### src/sv/ffa_pkg.sv
// Shared types, state codes and status bundle of the first-fit allocator.
package ffa_pkg;

  localparam int CFG_W  = 11;
  localparam int BYTE_W = 14;
  localparam int UNIT_W = 10;

  typedef logic [4:0] state_t;

  localparam state_t ST_CLR   = 5'd0;
  localparam state_t ST_IDLE  = 5'd1;
  localparam state_t ST_WRD   = 5'd2;
  localparam state_t ST_WEV   = 5'd3;
  localparam state_t ST_ASPL  = 5'd4;
  localparam state_t ST_AS3   = 5'd5;
  localparam state_t ST_ALNK  = 5'd6;
  localparam state_t ST_RPLC  = 5'd7;
  localparam state_t ST_RTAIL = 5'd8;
  localparam state_t ST_RLNK  = 5'd9;
  localparam state_t ST_C1    = 5'd10;
  localparam state_t ST_C2    = 5'd11;
  localparam state_t ST_C3    = 5'd12;
  localparam state_t ST_C5    = 5'd13;
  localparam state_t ST_C6    = 5'd14;
  localparam state_t ST_FIN   = 5'd15;

  localparam logic FUNC_ALLOC   = 1'b0;
  localparam logic FUNC_RELEASE = 1'b1;

  typedef struct packed {
    logic in_valid;
    logic func;
    logic rel_bad;
    logic walk_end;
    logic cur_valid;
    logic fit;
    logic dup;
    logic precedes;
    logic split;
    logic has_next;
    logic prev_valid;
    logic clr_last;
    logic out_busy;
  } stat_t;

endpackage

### src/sv/ffa_ctrl.sv
// Sequencer that walks the free list and orders the store updates.
module ffa_ctrl (
  input  logic            clk,
  input  logic            rst_n,
  input  logic            cfg_we,
  input  ffa_pkg::stat_t  stat,
  output ffa_pkg::state_t cmd
);

  ffa_pkg::state_t state_r, state_nxt;

  always_comb begin
    state_nxt = state_r;
    case (state_r)
      ffa_pkg::ST_CLR:   if (stat.clr_last) state_nxt = ffa_pkg::ST_IDLE;
      ffa_pkg::ST_IDLE: begin
        if (stat.in_valid) begin
          if (stat.func == ffa_pkg::FUNC_RELEASE && stat.rel_bad) state_nxt = ffa_pkg::ST_FIN;
          else state_nxt = ffa_pkg::ST_WRD;
        end
      end
      ffa_pkg::ST_WRD: begin
        if (!stat.walk_end) state_nxt = ffa_pkg::ST_WEV;
        else if (stat.func == ffa_pkg::FUNC_ALLOC || stat.cur_valid) state_nxt = ffa_pkg::ST_FIN;
        else state_nxt = ffa_pkg::ST_RTAIL;
      end
      ffa_pkg::ST_WEV: begin
        if (stat.func == ffa_pkg::FUNC_ALLOC) begin
          state_nxt = stat.fit ? ffa_pkg::ST_ASPL : ffa_pkg::ST_WRD;
        end else if (stat.dup) begin
          state_nxt = ffa_pkg::ST_FIN;
        end else begin
          state_nxt = stat.precedes ? ffa_pkg::ST_RPLC : ffa_pkg::ST_WRD;
        end
      end
      ffa_pkg::ST_ASPL:  state_nxt = stat.split ? ffa_pkg::ST_AS3 : ffa_pkg::ST_ALNK;
      ffa_pkg::ST_AS3:   state_nxt = ffa_pkg::ST_ALNK;
      ffa_pkg::ST_ALNK:  state_nxt = ffa_pkg::ST_FIN;
      ffa_pkg::ST_RPLC:  state_nxt = ffa_pkg::ST_RLNK;
      ffa_pkg::ST_RTAIL: state_nxt = ffa_pkg::ST_RLNK;
      ffa_pkg::ST_RLNK:  state_nxt = ffa_pkg::ST_C1;
      ffa_pkg::ST_C1:    state_nxt = ffa_pkg::ST_C2;
      ffa_pkg::ST_C2:    state_nxt = stat.has_next ? ffa_pkg::ST_C3 : ffa_pkg::ST_C5;
      ffa_pkg::ST_C3:    state_nxt = ffa_pkg::ST_C5;
      ffa_pkg::ST_C5:    state_nxt = stat.prev_valid ? ffa_pkg::ST_C6 : ffa_pkg::ST_FIN;
      ffa_pkg::ST_C6:    state_nxt = ffa_pkg::ST_FIN;
      ffa_pkg::ST_FIN:   if (!stat.out_busy) state_nxt = ffa_pkg::ST_IDLE;
      default:           state_nxt = ffa_pkg::ST_CLR;
    endcase
    if (cfg_we) state_nxt = ffa_pkg::ST_CLR;
  end

  always_ff @(posedge clk) begin
    if (!rst_n) state_r <= ffa_pkg::ST_CLR;
    else state_r <= state_nxt;
  end

  assign cmd = state_r;

endmodule

### config.mk
export PLATFORM = sky130hd
export DESIGN_NAME = ffa_ctrl
export DESIGN_NICKNAME = d
export VERILOG_FILES = /design/src/sv/ffa_pkg.sv /design/src/sv/ffa_ctrl.sv
export SDC_FILE = /design/constraint.sdc
export NUM_CORES = 1
export LEC_CHECK = 0
export CAP_MARGIN = 20
export CORE_AREA = 2 2 39 41
export DETAILED_ROUTE_END_ITERATION = 8
export DIE_AREA = 0 0 41 43
export DONT_BUFFER_PORTS = 1
export SETUP_SLACK_MARGIN = 0.15
export SLEW_MARGIN = 40
export SYNTH_ARGS = -nofsm -noshare
export SYNTH_HDL_FRONTEND = slang
export SYNTH_SLANG_ARGS = --single-unit
### constraint.sdc
create_clock -name clk -period 1.6 [get_ports clk]
set_input_delay 0.4 -clock clk [delete_from_list [all_inputs] [get_ports clk]]
set_output_delay 0.4 -clock clk [all_outputs]
set_load 0.02 [all_outputs]
Word level (Yosys, flattened, before mapping)
Cells that the tools add are included.
{"block": "classes", "bitwise": 2, "eq_ne": 18, "muxes": 14, "reduce_logical": 7}
{"operator": "$pmux W5 S14", "count": 1}
{"operator": "$eq A5 B4 Y1 const B", "count": 8}
{"operator": "$eq A5 B3 Y1 const B", "count": 4}
{"operator": "$mux W4", "count": 4}
{"operator": "$mux W5", "count": 3}
{"operator": "$eq A5 B2 Y1 const B", "count": 2}
{"operator": "$mux W3", "count": 3}
{"operator": "$ne A2 B2 Y1 const B", "count": 3}
{"operator": "$reduce_or A2 Y1", "count": 3}
{"operator": "$eq A5 B1 Y1 const B", "count": 1}
{"operator": "$logic_not A5 Y1", "count": 1}
{"operator": "$reduce_and A3 Y1", "count": 1}
{"operator": "$mux W1", "count": 2}
{"operator": "$mux W2", "count": 1}
{"operator": "$not A1 Y1", "count": 2}
{"operator": "$logic_and A1 B1 Y1", "count": 1}
{"operator": "$logic_or A1 B1 Y1", "count": 1}
{"block": "word_totals", "wordCells": 42, "ff_bits": 5}

Longest topological paths before layout
{"block": "logic_depth", "word_depth": 5, "ltp_mapped": 5}

Worst setup path before layout
Ideal clock, no wire load.
{"block": "synth_timing", "kind": "register to register", "start": "reg state_r[3] (netlist: cmd[3])", "end": "reg state_r[1] (netlist: cmd[1])", "n_path_buf": 1, "t_arrival_ns": 1.186, "required_time_ns": 1.480, "slack_ns": 0.294, "setup_ns": 0.120, "stages_incl_launch_ff": 6, "path_cell_list": "dfxtp_1 > buf_4 > nor2_1 > a32o_1 > a22oi_1 > a21oi_1"}
{"block": "synth_via", "elab_chain_len": 3, "word_cells_on_any_way": 23}
{"element": "start, declared", "line_no": "ffa_ctrl.sv:10", "text": "ffa_pkg::state_t state_r, state_nxt;"}
{"element": "start signal, assigned", "line_no": "ffa_ctrl.sv:54", "text": "if (!rst_n) state_r <= ffa_pkg::ST_CLR;"}
{"element": "start signal, assigned", "line_no": "ffa_ctrl.sv:55", "text": "else state_r <= state_nxt;"}
{"element": "$eq A5 B4 Y1 (tied with other cells)", "line_no": "ffa_ctrl.sv:14", "text": "case (state_r)"}
{"element": "$reduce_or A2 Y1 (no line) / $ne A2 B2 Y1 (equally long branches)"}
{"element": "$pmux W5 S14 / $reduce_and A3 Y1 (equally long branches)"}
Several ways; a longest one is shown, not always the timed one.
A chain may end at the register's enable or synchronous reset.

Worst setup path in the final report
{"block": "layout_timing", "start": "reg state_r[1] (netlist: cmd[1])", "end": "out cmd[1]"}
{"element": "end, declared", "line_no": "ffa_ctrl.sv:7", "text": "output ffa_pkg::state_t cmd"}
No word-level cell between the ends.

==> impl_metrics.prom <==
# TYPE chip_impl_metric gauge
chip_impl_metric{name="design.core.area",unit="mm^2"} 0.00138
chip_impl_metric{name="layout_min_cycle_time",unit="ns"} 1.33
chip_impl_metric{name="crit_fanout",unit=""} 10
chip_impl_info{name="setup.worst_path.class",value="flop to output pin"} 1
chip_impl_info{name="hp-class",value="input pin to flop"} 1
chip_impl_metric{name="detail_route.drc_violations",unit=""} 0
chip_impl_metric{name="yosysUniqueCellTypes",unit=""} 32
chip_impl_metric{name="finalMaxSlewViolations",unit=""} 0
chip_impl_metric{name="power_report.internal_total",unit="W"} 0.000221
chip_impl_metric{name="finalHoldViolCount",unit=""} 0
chip_impl_metric{name="combPwrFrac",unit=""} 0.196
chip_impl_metric{name="drt_iter0_markers",unit=""} 19
chip_impl_metric{name="via_per_inst",unit=""} 5.89
chip_impl_metric{name="clockBufferDepth",unit=""} 2
chip_impl_info{name="setup_repair_after_global_routing_missed_its_margin",value="no"} 1
chip_impl_metric{name="mappedNetlistNets",unit=""} 72
chip_impl_metric{name="cap_viol_max_count",unit=""} 0
chip_impl_metric{name="detailedPlacementHpwl",unit="um"} 789
chip_impl_metric{name="grt_remaining_overflow",unit=""} 0
chip_impl_metric{name="postLayoutCellArea",unit="um^2"} 453
chip_impl_metric{name="antenna_left",unit=""} 0
chip_impl_metric{name="synth_seq_area_share",unit=""} 0.194
chip_impl_info{name="cell_with_the_largest_stage_delay_on_the_worst_path",value="sky130_fd_sc_hd__dfxtp_1"} 1
chip_impl_metric{name="chipWidth",unit="um"} 41
chip_impl_metric{name="crit_required",unit="ns"} 1.20
chip_impl_metric{name="die_h",unit="um"} 43
chip_impl_info{name="crit_path_cell_trace",value="buf_4"} 1
chip_impl_metric{name="min_path_cells",unit=""} 2
chip_impl_info{name="run_status",value="finished clean"} 1
chip_impl_metric{name="grt_first_pass_wirelength",unit="mm"} 1.59
chip_impl_metric{name="ratio_of_cells_with_drive_above_1_in_the_final_layout",unit=""} 0.241
chip_impl_info{name="crit_path_end_kind",value="output pin"} 1
chip_impl_metric{name="syn-mean-instance-area",unit="um^2"} 7.37
chip_impl_metric{name="postSynthRegisterBits",unit=""} 4
chip_impl_metric{name="syn-instance-count",unit=""} 56
chip_impl_info{name="clockRootBuffer",value="sky130_fd_sc_hd__clkbuf_4"} 1
chip_impl_metric{name="ios",unit=""} 21
chip_impl_metric{name="antenna-diode-count",unit=""} 0
chip_impl_metric{name="timing.critical_path.depth",unit=""} 1
chip_impl_metric{name="clkLatencyLatePin",unit="ns"} 0.26
chip_impl_metric{name="avgRoutedWirePerCell",unit="um"} 14.0
chip_impl_metric{name="fillCellCount",unit=""} 159
chip_impl_metric{name="clkTransAtPathRegs",unit="ns"} 0.05
chip_impl_metric{name="cpPeakStageDelay",unit="ns"} 0.48
chip_impl_metric{name="ff2ff_path_depth",unit=""} 4
chip_impl_metric{name="clkSinkCount",unit=""} 4
chip_impl_metric{name="layout_worst_path_cycle_share",unit=""} 0.832
chip_impl_metric{name="design.final.nets",unit=""} 76
chip_impl_metric{name="placed_cell_area",unit="um^2"} 427
chip_impl_metric{name="placement_rows",unit=""} 14
chip_impl_info{name="start_kind",value="flop"} 1
chip_impl_metric{name="fmaxAchievable",unit="MHz"} 751
chip_impl_metric{name="cts_setup_buffers",unit=""} 0
chip_impl_metric{name="detailedRoute.firstPassIterationCount",unit=""} 4
chip_impl_info{name="most-common-layout-cells",value="4 x sky130_fd_sc_hd__nor2_1, 4 x sky130_fd_sc_hd__nor2b_1, 4 x sky130_fd_sc_hd__a31oi_1, 4 x sky130_fd_sc_hd__buf_4"} 1
chip_impl_metric{name="detailroute.via_count",unit=""} 436
chip_impl_metric{name="first_global_vias",unit=""} 376
chip_impl_metric{name="synth.cell_area",unit="um^2"} 413
chip_impl_metric{name="placement.io_buffers",unit=""} 0
chip_impl_metric{name="grt_start_max_net_pins",unit=""} 13
chip_impl_metric{name="cts_inserted_buffers",unit=""} 3
chip_impl_metric{name="cp_num_buf_inv",unit=""} 1
chip_impl_metric{name="cellLeakagePower",unit="nW"} 0.161
chip_impl_metric{name="antenna_violations_before_repair",unit=""} 0
chip_impl_metric{name="drt_wl_total",unit="mm"} 1.03
chip_impl_metric{name="share_clk_of_total_power",unit=""} 0.438
chip_impl_metric{name="number_of_endpoints_failing_setup_at_the_final_stage",unit=""} 0
chip_impl_metric{name="die-area",unit="mm^2"} 0.00176
chip_impl_metric{name="power_frac_seq",unit=""} 0.366
chip_impl_metric{name="finalWeightedCongestion",unit=""} 0.803
chip_impl_metric{name="final.setup.tns",unit="ns"} 0
chip_impl_metric{name="timing.critical_path.arrival",unit="ns"} 0.93
chip_impl_metric{name="largest_reg_flops",unit=""} 4
chip_impl_metric{name="hold_buffers",unit=""} 0
chip_impl_metric{name="start_util",unit=""} 0.298
chip_impl_metric{name="p_switching",unit="W"} 0.000101
chip_impl_info{name="cts_tree",value="yes"} 1
chip_impl_metric{name="cts_max_level",unit=""} 1
chip_impl_metric{name="max-vdd-ir-drop",unit="V"} 0.000202
chip_impl_metric{name="yosys_warnings",unit=""} 0
chip_impl_info{name="worst_path_dominant_cell_family",value="flip-flops"} 1
chip_impl_metric{name="resize_count_post_cts",unit=""} 1
chip_impl_metric{name="ff2ff_setup_slack",unit="ns"} 0.34
chip_impl_metric{name="power_per_cell_area",unit="mW/mm^2"} 709
chip_impl_metric{name="swShare",unit=""} 0.313
chip_impl_metric{name="area_growth_syn_to_layout",unit="%"} 9.70
chip_impl_metric{name="globalRouteTotalUtil",unit=""} 0.143
chip_impl_metric{name="finalClockSkew",unit="ns"} 0.0112
==> area by class of cell <==
type | instances | area [um^2] | area share
Inverter | 2 | 7.51 | 0.0166
Tap cell | 16 | 20.0 | 0.0442
Multi-Input combinational cell | 45 | 289 | 0.638
Sequential cell | 4 | 83.8 | 0.185
Clock buffer | 3 | 22.5 | 0.0497
Timing Repair Buffer | 4 | 30.0 | 0.0663
==> metal layers <==
layer | GRT usage | share of wire | routed length [um]
met1 | 0.164 | 0.40 | 418
met4 | 0.120 | 0.042 | 43
met5 | 0 | 0 | 0
met2 | 0.191 | 0.48 | 497
met3 | 0.0628 | 0.073 | 75
==> cell usage after synthesis <==
cell type | instances | area [um^2]
sky130_fd_sc_hd__a211oi_1 | 1 | 7.51
sky130_fd_sc_hd__a21oi_1 | 3 | 15.0
sky130_fd_sc_hd__a22o_1 | 1 | 8.76
sky130_fd_sc_hd__a22oi_1 | 1 | 7.51
sky130_fd_sc_hd__a311o_1 | 1 | 10.0
sky130_fd_sc_hd__a311oi_1 | 1 | 8.76
sky130_fd_sc_hd__a31oi_1 | 4 | 25.0
sky130_fd_sc_hd__a32o_1 | 1 | 10.0
sky130_fd_sc_hd__and2_4 | 1 | 8.76
sky130_fd_sc_hd__and3_1 | 1 | 6.26
sky130_fd_sc_hd__buf_2 | 2 | 10.0
sky130_fd_sc_hd__buf_4 | 2 | 15.0
sky130_fd_sc_hd__buf_6 | 1 | 11.3
sky130_fd_sc_hd__conb_1 | 1 | 3.75
sky130_fd_sc_hd__dfxtp_1 | 4 | 80.1
sky130_fd_sc_hd__inv_1 | 2 | 7.51
sky130_fd_sc_hd__mux2_2 | 1 | 11.3
sky130_fd_sc_hd__mux2i_1 | 1 | 10.0
sky130_fd_sc_hd__nand2_1 | 3 | 11.3
sky130_fd_sc_hd__nand2b_1 | 2 | 12.5
sky130_fd_sc_hd__nand3_1 | 1 | 5.00
sky130_fd_sc_hd__nand3_2 | 1 | 10.0
sky130_fd_sc_hd__nand3b_1 | 1 | 7.51
sky130_fd_sc_hd__nand4_1 | 1 | 6.26
sky130_fd_sc_hd__nor2_1 | 4 | 15.0
sky130_fd_sc_hd__nor2_4 | 1 | 11.3
sky130_fd_sc_hd__nor2b_1 | 4 | 25.0
sky130_fd_sc_hd__nor3_1 | 2 | 10.0
sky130_fd_sc_hd__o21ai_0 | 3 | 15.0
sky130_fd_sc_hd__o21ai_1 | 2 | 10.0
sky130_fd_sc_hd__o311a_1 | 1 | 10.0
sky130_fd_sc_hd__o31ai_1 | 1 | 7.51
==> metrics by stage <==
stage          total power, W   util  worst slack (ns)  hold slack, ns  cells
6_report             0.000321  0.327             0.269           0.324     74
5_1_grt              0.000341  0.327             0.209           0.334     74
4_1_cts              0.000326  0.325             0.153           0.330     74
3_5_place_dp         0.000181  0.308             0.278           0.595     71
3_3_place_gp         0.000182  0.308             0.261           0.597     71
2_1_floorplan        0.000172      -             0.294           0.576     56
==> worst paths after layout <==
kind             to  startpoint
max          cmd[1]      cmd[1]
min reg2reg  cmd[0]      cmd[2]
min          cmd[3]    stat[10]
max reg2reg  cmd[2]      cmd[1]
==> power groups by stage <==
stage	registers (W)	clock network [W]	logic [W]
CTS	0.000117	0.000146	0.0000633
finish	0.000118	0.000141	0.0000630
global route	0.000118	0.000154	0.0000693
global placement	0.000118	0	0.0000638
floorplan	0.000114	0	0.0000576
detailed placement	0.000118	0	0.0000630
==> cells by family (layout without fill, tap and decap cells) <==
logic type / Yosys count / count (layout) / share of synthesized area
simple gates: 22 / 22 / 0.312
compound gates: 20 / 20 / 0.327
buf+inv: 7 / 9 / 0.106
flops: 4 / 4 / 0.194
mux: 2 / 2 / 0.0515
other cells: 1 / 1 / 0.00908
Note: power is estimated with default switching activity, not from simulation.
